`src/tga_pkg.sv`:
```
// Shared types and constants of the TGA stream decoder.
// No dependencies; imported by every module of the block.
package tga_pkg;

  typedef struct packed {
    logic [7:0] data_byte;
    logic       last_byte;
  } in_beat_t;

  typedef struct packed {
    logic [7:0]  red;
    logic [7:0]  green;
    logic [7:0]  blue;
    logic [7:0]  alpha;
    logic        has_alpha;
    logic [7:0]  repeat_count;
    logic [15:0] image_width;
    logic [15:0] image_height;
    logic        image_done;
    logic [2:0]  error_code;
  } out_beat_t;

  // Result of the decode logic for one byte.
  typedef struct packed {
    logic      valid;
    out_beat_t beat;
  } core_res_t;

  localparam logic [2:0] ErrNone  = 3'd0;
  localparam logic [2:0] ErrType  = 3'd1;
  localparam logic [2:0] ErrSize  = 3'd2;
  localparam logic [2:0] ErrMany  = 3'd3;
  localparam logic [2:0] ErrTrunc = 3'd4;

  localparam int         HdrLen    = 12;
  localparam logic [3:0] TypeIdx   = 4'd2;
  localparam logic [7:0] TypeRaw   = 8'd2;
  localparam logic [7:0] TypeRle   = 8'd10;
  localparam logic [7:0] RunBias   = 8'd127;
  localparam logic [7:0] DepthRgb  = 8'd24;
  localparam logic [7:0] DepthRgba = 8'd32;

  // Expected byte of the fixed 12-byte header; only the type byte differs.
  function automatic logic [7:0] hdr_byte(input logic [3:0] idx, input logic rle);
    logic [7:0] val;
    val = 8'd0;
    if (idx == TypeIdx) begin
      val = rle ? TypeRle : TypeRaw;
    end
    return val;
  endfunction

endpackage

```
`src/tga_in_reg.sv`:
```
// Input register stage of the TGA decoder.
// Depends on tga_pkg.
module tga_in_reg import tga_pkg::*; (
  input  logic     clk_i,
  input  logic     rst_ni,
  input  logic     in_valid_i,
  output logic     in_stall_o,
  input  in_beat_t in_beat_i,
  input  logic     advance_i,
  output logic     valid_o,
  output in_beat_t beat_o
);

  logic     valid_q;
  in_beat_t beat_q;

  // hold the byte while the result side cannot take its outcome
  assign in_stall_o = valid_q && !advance_i;

  always_ff @(posedge clk_i or negedge rst_ni) begin
    if (!rst_ni) begin
      valid_q <= 1'b0;
    end else if (!in_stall_o) begin
      valid_q <= in_valid_i;
    end
  end

  always_ff @(posedge clk_i) begin
    if (!in_stall_o && in_valid_i) begin
      beat_q <= in_beat_i;
    end
  end

  assign valid_o = valid_q;
  assign beat_o  = beat_q;

endmodule

```
`src/tga_core.sv`:
```
// Decode state and per-byte update logic of the TGA decoder.
// Depends on tga_pkg.
module tga_core import tga_pkg::*; (
  input  logic      clk_i,
  input  logic      rst_ni,
  input  logic      step_i,
  input  in_beat_t  beat_i,
  output core_res_t res_o
);

  typedef enum logic [2:0] {
    PhHeader,
    PhDims,
    PhPacket,
    PhPixel,
    PhDone,
    PhError
  } phase_e;

  localparam logic [4:0] PosWidthLo  = 5'd12;
  localparam logic [4:0] PosWidthHi  = 5'd13;
  localparam logic [4:0] PosHeightLo = 5'd14;
  localparam logic [4:0] PosHeightHi = 5'd15;
  localparam logic [4:0] PosDepth    = 5'd16;
  localparam logic [4:0] PosDesc     = 5'd17;

  phase_e      phase_q, phase_d;
  logic [4:0]  pos_q, pos_d;
  logic [1:0]  cand_q, cand_d;
  logic        comp_q, comp_d;
  logic [15:0] width_q, width_d;
  logic [15:0] height_q, height_d;
  logic        four_q, four_d;
  logic [23:0] pixb_q, pixb_d;
  logic        run_q, run_d;
  logic [7:0]  rem_q, rem_d;
  logic [32:0] cnt_q, cnt_d;
  logic [31:0] total_q, total_d;

  logic [7:0]  b;
  logic [1:0]  p;
  logic [1:0]  last_idx;
  logic [32:0] sum_one, sum_run, total_x;
  logic [7:0]  rem_next;
  logic [2:0]  err;
  logic        have_pix, done, active;
  logic [7:0]  pr, pg, pb, pa, rep;

  assign b        = beat_i.data_byte;
  assign p        = pos_q[1:0];
  assign last_idx = four_q ? 2'd3 : 2'd2;
  assign sum_one  = cnt_q + 33'd1;
  assign sum_run  = cnt_q + {25'd0, rem_q};
  assign total_x  = {1'b0, total_q};
  assign rem_next = (rem_q != 8'd0) ? rem_q - 8'd1 : 8'd0;
  assign active   = step_i && (phase_q != PhDone) && (phase_q != PhError);

  always_comb begin
    phase_d  = phase_q;
    pos_d    = pos_q;
    cand_d   = cand_q;
    comp_d   = comp_q;
    width_d  = width_q;
    height_d = height_q;
    four_d   = four_q;
    pixb_d   = pixb_q;
    run_d    = run_q;
    rem_d    = rem_q;
    cnt_d    = cnt_q;
    total_d  = total_q;
    err      = ErrNone;
    have_pix = 1'b0;
    done     = 1'b0;
    pr       = 8'd0;
    pg       = 8'd0;
    pb       = 8'd0;
    pa       = 8'd0;
    rep      = 8'd0;

    unique case (phase_q)
      PhHeader: begin
        if (b != hdr_byte(pos_q[3:0], 1'b0)) cand_d[0] = 1'b0;
        if (b != hdr_byte(pos_q[3:0], 1'b1)) cand_d[1] = 1'b0;
        pos_d = pos_q + 5'd1;
        if (pos_q == 5'(HdrLen - 1)) phase_d = PhDims;
      end
      PhDims: begin
        unique case (pos_q)
          PosWidthLo:  width_d[7:0]   = b;
          PosWidthHi:  width_d[15:8]  = b;
          PosHeightLo: height_d[7:0]  = b;
          PosHeightHi: height_d[15:8] = b;
          PosDepth: begin
            pixb_d = {16'd0, b};
            four_d = (b == DepthRgba);
          end
          default: ;
        endcase
        if (pos_q == PosDesc) begin
          if (width_q == 16'd0 || height_q == 16'd0 ||
              (pixb_q != {16'd0, DepthRgb} && pixb_q != {16'd0, DepthRgba})) begin
            err = ErrSize;
          end else if (cand_q == 2'b00) begin
            err = ErrType;
          end else begin
            comp_d  = !cand_q[0];
            total_d = {16'd0, width_q} * {16'd0, height_q};
            cnt_d   = 33'd0;
            pixb_d  = 24'd0;
            pos_d   = 5'd0;
            phase_d = cand_q[0] ? PhPixel : PhPacket;
          end
        end else begin
          pos_d = pos_q + 5'd1;
        end
      end
      PhPacket: begin
        run_d   = b[7];
        rem_d   = b[7] ? b - RunBias : b + 8'd1;
        pos_d   = 5'd0;
        pixb_d  = 24'd0;
        phase_d = PhPixel;
      end
      PhPixel: begin
        if (p < last_idx) begin
          unique case (p)
            2'd0: pixb_d[7:0]   = b;
            2'd1: pixb_d[15:8]  = b;
            2'd2: pixb_d[23:16] = b;
            default: ;
          endcase
          pos_d = {3'd0, p} + 5'd1;
        end else begin
          pb     = pixb_q[7:0];
          pg     = pixb_q[15:8];
          pr     = four_q ? pixb_q[23:16] : b;
          pa     = four_q ? b : 8'd0;
          pixb_d = 24'd0;
          pos_d  = 5'd0;
          if (!comp_q) begin
            cnt_d    = sum_one;
            have_pix = 1'b1;
            rep      = 8'd1;
            if (sum_one >= total_x) begin
              done    = 1'b1;
              phase_d = PhDone;
            end
          end else if (run_q) begin
            cnt_d = sum_run;
            if (sum_run > total_x) begin
              err = ErrMany;
            end else begin
              have_pix = 1'b1;
              rep      = rem_q;
              rem_d    = 8'd0;
              if (sum_run == total_x) begin
                done    = 1'b1;
                phase_d = PhDone;
              end else begin
                phase_d = PhPacket;
              end
            end
          end else begin
            cnt_d = sum_one;
            if (sum_one > total_x) begin
              err = ErrMany;
            end else begin
              have_pix = 1'b1;
              rep      = 8'd1;
              rem_d    = rem_next;
              if (rem_next == 8'd0) begin
                if (sum_one == total_x) begin
                  done    = 1'b1;
                  phase_d = PhDone;
                end else begin
                  phase_d = PhPacket;
                end
              end
            end
          end
        end
      end
      default: ;
    endcase

    // early end of stream
    if (err == ErrNone && !done && beat_i.last_byte) err = ErrTrunc;
    if (err != ErrNone) phase_d = PhError;
  end

  always_comb begin
    res_o.valid             = active && (err != ErrNone || have_pix);
    res_o.beat.has_alpha    = four_d;
    res_o.beat.image_width  = width_d;
    res_o.beat.image_height = height_d;
    res_o.beat.error_code   = err;
    if (err != ErrNone) begin
      res_o.beat.red          = 8'd0;
      res_o.beat.green        = 8'd0;
      res_o.beat.blue         = 8'd0;
      res_o.beat.alpha        = 8'd0;
      res_o.beat.repeat_count = 8'd0;
      res_o.beat.image_done   = 1'b0;
    end else begin
      res_o.beat.red          = pr;
      res_o.beat.green        = pg;
      res_o.beat.blue         = pb;
      res_o.beat.alpha        = pa;
      res_o.beat.repeat_count = rep;
      res_o.beat.image_done   = done;
    end
  end

  always_ff @(posedge clk_i or negedge rst_ni) begin
    if (!rst_ni) begin
      phase_q  <= PhHeader;
      pos_q    <= 5'd0;
      cand_q   <= 2'b11;
      comp_q   <= 1'b0;
      width_q  <= 16'd0;
      height_q <= 16'd0;
      four_q   <= 1'b0;
      pixb_q   <= 24'd0;
      run_q    <= 1'b0;
      rem_q    <= 8'd0;
      cnt_q    <= 33'd0;
      total_q  <= 32'd0;
    end else if (active) begin
      phase_q  <= phase_d;
      pos_q    <= pos_d;
      cand_q   <= cand_d;
      comp_q   <= comp_d;
      width_q  <= width_d;
      height_q <= height_d;
      four_q   <= four_d;
      pixb_q   <= pixb_d;
      run_q    <= run_d;
      rem_q    <= rem_d;
      cnt_q    <= cnt_d;
      total_q  <= total_d;
    end
  end

endmodule

```
`src/tga_out_reg.sv`:
```
// Result register of the TGA decoder.
// Depends on tga_pkg.
module tga_out_reg import tga_pkg::*; (
  input  logic      clk_i,
  input  logic      rst_ni,
  input  logic      load_i,
  input  core_res_t res_i,
  output logic      free_o,
  output logic      out_valid_o,
  input  logic      out_stall_i,
  output out_beat_t out_beat_o
);

  logic      valid_q;
  out_beat_t beat_q;

  // empty, or the held beat leaves at this edge
  assign free_o = !valid_q || !out_stall_i;

  always_ff @(posedge clk_i or negedge rst_ni) begin
    if (!rst_ni) begin
      valid_q <= 1'b0;
    end else if (free_o) begin
      valid_q <= load_i && res_i.valid;
    end
  end

  always_ff @(posedge clk_i) begin
    if (free_o && load_i && res_i.valid) begin
      beat_q <= res_i.beat;
    end
  end

  assign out_valid_o = valid_q;
  assign out_beat_o  = beat_q;

endmodule

```
`src/tga_image_stream_decoder.sv`:
```
// Top level of the TGA (type 2 / type 10) byte stream decoder.
// Depends on tga_pkg, tga_in_reg, tga_core and tga_out_reg.
//
//   channel | dir | handshake             | payload
//   --------+-----+-----------------------+-------------------------------------
//   in      | in  | in_valid_i/in_stall_o | in_beat_t: data_byte, last_byte
//   out     | out | out_valid_o/out_stall_i | out_beat_t: color, repeat, size, status
//
// One file byte per cycle while the result side does not stall. A byte goes
// through the input register, then the decode logic (header match, size checks,
// 16x16 pixel-count multiply or 33-bit pixel-count add and compare) into the
// result register.
// Reset (async, active low) returns to header matching with empty registers.
// A stalled result holds; the input register then fills and in_stall_o rises.
module tga_image_stream_decoder import tga_pkg::*; (
  input  logic      clk_i,
  input  logic      rst_ni,
  input  logic      in_valid_i,
  output logic      in_stall_o,
  input  in_beat_t  in_beat_i,
  output logic      out_valid_o,
  input  logic      out_stall_i,
  output out_beat_t out_beat_o
);

  logic      s1_valid;
  in_beat_t  s1_beat;
  logic      free;
  logic      step;
  core_res_t res;

  // a byte in the input register is decoded when the result register can take it
  assign step = s1_valid && free;

  tga_in_reg u_in_reg (
    .clk_i      (clk_i),
    .rst_ni     (rst_ni),
    .in_valid_i (in_valid_i),
    .in_stall_o (in_stall_o),
    .in_beat_i  (in_beat_i),
    .advance_i  (free),
    .valid_o    (s1_valid),
    .beat_o     (s1_beat)
  );

  // header/packet/pixel state; updates only on a decoded byte
  tga_core u_core (
    .clk_i  (clk_i),
    .rst_ni (rst_ni),
    .step_i (step),
    .beat_i (s1_beat),
    .res_o  (res)
  );

  tga_out_reg u_out_reg (
    .clk_i       (clk_i),
    .rst_ni      (rst_ni),
    .load_i      (step),
    .res_i       (res),
    .free_o      (free),
    .out_valid_o (out_valid_o),
    .out_stall_i (out_stall_i),
    .out_beat_o  (out_beat_o)
  );

endmodule

```
`config.mk`:
```
export PLATFORM = sky130hd
export DESIGN_NAME = tga_image_stream_decoder
export DESIGN_NICKNAME = d
export VERILOG_FILES = /design/src/tga_pkg.sv /design/src/tga_in_reg.sv /design/src/tga_core.sv /design/src/tga_out_reg.sv /design/src/tga_image_stream_decoder.sv
export SDC_FILE = /design/constraint.sdc
export NUM_CORES = 1
export LEC_CHECK = 0
export ABC_CLOCK_PERIOD_IN_PS = 8050
export BUFFER_PORTS_ARGS = -buffer_cell sky130_fd_sc_hd__buf_2
export CAP_MARGIN = 30
export CORE_MARGIN = 2
export CORE_UTILIZATION = 45
export CTS_CLUSTER_DIAMETER = 100
export DETAILED_ROUTE_END_ITERATION = 12
export SLEW_MARGIN = 20
export SYNTH_ARGS = -nofsm -noshare
export SYNTH_HDL_FRONTEND = slang
export SYNTH_SLANG_ARGS = --single-unit
```
`constraint.sdc`:
```
create_clock -name clk_i -period 8.05 [get_ports clk_i]
set_input_delay 0 -clock clk_i [delete_from_list [all_inputs] [get_ports clk_i]]
set_output_delay 0 -clock clk_i [all_outputs]
set_load 0.01 [all_outputs]
```
==> metrics <==
status completed; Layout Skew 0.0130 ns; leading post-synthesis cells by cell area fa_1 (18%), dfrtp_1 (17%), edfxtp_1 (12%), ha_1 (11%), nand2_1 (7.1%); Netlist Area Pre-Place 21,500 um2; top-area cell type share of the netlist area 18.2%; CTS buffer count 27; Yosys Warn Count 0; worst-path cell chain nand2_1, fa_1, inv_1, fa_1, inv_1, fa_1, fa_1, inv_1, fa_1, fa_1, ha_1, a21o_1, a211oi_1, o21ai_0, a21oi_1, o21ai_0, a2111oi_0, or4_1, nand3_1; Register-to-Register Path Depth 19; Bufs on Longest Clock Path 3; reg2reg end u_core.total_q[30]; Seq/Total Area, Yosys 28.8%; slowest CP cell dfrtp_1; setup repair after global routing missed its margin false; reg2reg start u_core.width_q[5]; pwr dens 111 nW/um2; Detailed Routing Iterations Pass 1 5; largest net degree at the start of global routing 92; CP most frequent cell fa_1; Slew Limit Fails 0; Unique masters post-synth 84; I/O Pins 92; Power Total 2.59 mW; Crit Path Class flop to flop; cts repair resizes 0; Clk Latency, worst-skew pair between 0.5 and 0.6 ns; via/cell ratio 5.59; Worst EP required 8.49 ns; Initial Util 45.3%; R2R setup slack 1.15 ns; die width 222 um; port bufs 91; Syn Nets 2,709; WL final approximately 57,000 um; hpwl dp 42,900 um; vias in the first global route 16,815; H-tree Lvls 1; top cell family by delay on the critical path adder cells; Max VDD drop 0.199 mV; Least-Margin Pin Slew 0.928 ns; layout cells sized above 1 9.28%; Setup Viol. Count Final 0; 1st-iter DRT viols 1,338; max-cap violation count 0; first-pass GRT wire length between 90,000 and 100,000 um; hold path cells 2; Fmax 145 MHz; Post-Place Setup Slack 1.16 ns; most instantiated cells after synthesis nand2_1 (405), inv_1 (275), fa_1 (195); Synth async-reset ratio between 60 and 70%; initial antenna violation count 0; top_reg_cell synth dfrtp_1; ant diodes 0; setup TNS 0 ns; HP Start in_beat_i[8]; CP bufs+invs 3; Sink Count 230; Routed wire per std cell about 19 um; Hold Path Class input pin to flop; CTS Root Cell clkbuf_16; GRT Residual Overflow 0; Post-synth EDFFs 86; minimum hold slack 0.144 ns; Critical Path End Type flop; GRT Util Overall 23.3%; CTS tree built; CP peak stage delay about 0.83 ns; Hold Path Sink u_in_reg.beat_o[8]; NumNets Final 2,732; fin crit share 85.7%; drc violations 0; WP data arrival between 7 and 8 ns; startpoint class of the critical path flop; post-route ant nets 0; CP max FO 19; gpl congestion slightly above 0.9; area leader, netlist fa_1; syn avg cell area 9.28 um2; Yosys reg bits 230; most common cell in the synthesized netlist nand2_1; Final WS setup 1.15 ns; clock transition at the registers of the reported paths 0.06 ns; post-synthesis cell count 2,315; Final Hold Viols 0; relative max-transition margin 37.7%; Die Span Y 222 um; leak pwr 11.6 nW; die area between 40,000 and 50,000 um2; FP Rows 80; Synth-to-Final Area Change 9.04%; total vias in the final route 16,624; core area 47,400 um2; Tmin final 6.90 ns
==> report_power, final <==
part           total (mW)  internal, mW  switching, mW
Sequential           1.23          1.21         0.0198
Combinational      0.0424        0.0154         0.0270
Clock                1.31         0.785          0.528
==> flip-flops by register name (all words and copies together) (netlist names), 2 cells and up <==
name	flops
u_core.cand_q	2
u_core.cnt_q	33
u_core.height_q	16
u_core.phase_q	3
u_core.pixb_q	24
u_core.pos_q	5
u_core.rem_q	8
u_core.total_q	32
u_core.width_q	16
u_in_reg.beat_o	9
u_out_reg.out_beat_o	77
==> per-layer routing <==
metal / vias up / global-route usage [%] / wire length [um]
li1: 7695 / - / -
met1: 8354 / 33.1 / 25700
met2: 494 / 38.3 / 27300
met3: 81 / 2.72 / 3060
met4: 0 / 5.63 / 1240
met5: - / 0 / 0
==> cell usage in the layout (no fill, tap or decap), types with 5 or more instances in the layout <==
master | netlist | layout
nand2_1 | 405 | 405
inv_1 | 275 | 275
fa_1 | 195 | 195
ha_1 | 186 | 186
dfrtp_1 | 142 | 142
and2_1 | 111 | 111
o21ai_0 | 104 | 104
nor2_1 | 97 | 97
buf_2 | 15 | 91
edfxtp_1 | 86 | 86
a21oi_1 | 70 | 69
xnor2_1 | 55 | 55
nand3_1 | 49 | 48
xor2_1 | 40 | 40
mux2_2 | 32 | 32
nor4_1 | 27 | 27
clkbuf_16 | 0 | 27
nor3_1 | 26 | 26
nand4_1 | 26 | 26
a21o_1 | 25 | 25
a22o_1 | 25 | 25
mux2i_1 | 22 | 22
and3_1 | 18 | 17
dlygate4sd3_1 | 0 | 14
buf_4 | 7 | 14
nand2b_1 | 12 | 12
o21ai_1 | 11 | 11
o21bai_1 | 10 | 10
a31oi_1 | 9 | 9
a211oi_1 | 9 | 9
or3_1 | 8 | 8
o22ai_1 | 8 | 8
o31ai_1 | 7 | 7
o21a_1 | 5 | 5
or2_2 | 5 | 5
clkbuf_1 | 88 | 5
==> what timing repair did <==
action,CTS,global route
buffers inserted,0,0
endpoints found under the setup margin,0,0
hold buffers,13,1
hold endpoints to repair,99,20
==> per-stage QoR <==
| stage | cells | area [um2] | utilization [%] |
|---|---|---|---|
| 2_1_floorplan | 2315 | 21500 | - |
| 3_3_place_gp | 2908 | 22300 | 47.0 |
| 3_5_place_dp | 2909 | 22300 | 47.0 |
| 4_1_cts | 2972 | 23400 | 49.3 |
| 5_1_grt | 2974 | 23400 | 49.3 |
| 6_report | 2974 | 23400 | 49.3 |
==> how the worst max path moves through the flow <==
stage,start,endpoint,slack [ns],depth (start not counted)
2_1_floorplan,u_core.height_q[9],u_core.total_q[29],1.82,25
5_1_grt,u_core.width_q[5],u_core.total_q[30],0.78,19
4_1_cts,u_core.height_q[6],u_core.total_q[30],1.16,19
3_3_place_gp,u_core.width_q[5],u_core.total_q[30],1.35,19
6_report,u_core.width_q[5],u_core.total_q[30],1.15,19
3_5_place_dp,u_core.width_q[5],u_core.total_q[30],1.16,19
==> area by class of cell <==
| type | instances | area (um2) |
|---|---|---|
| Clock buffer | 36 | 749 |
| Clock inverter | 14 | 194 |
| Fill cell | 4484 | 24000 |
| Inverter | 276 | 1040 |
| Multi-Input combinational cell | 1682 | 13700 |
| Sequential cell | 230 | 6190 |
| Tap cell | 615 | 769 |
| Timing Repair Buffer | 121 | 739 |
==> kinds of logic after synthesis <==
logic type | after synthesis | synth area share [%]
buffers and inverters | 403 | 7.29
AOI/OAI and AO/OA | 332 | 10.1
DFF | 230 | 28.8
and+or+nand+nor | 819 | 18.1
adders and majority gates | 381 | 29.0
muxes | 54 | 2.70
xor gates and xnor gates | 96 | 3.95
No activity file was read; power rests on OpenSTA's default activity.
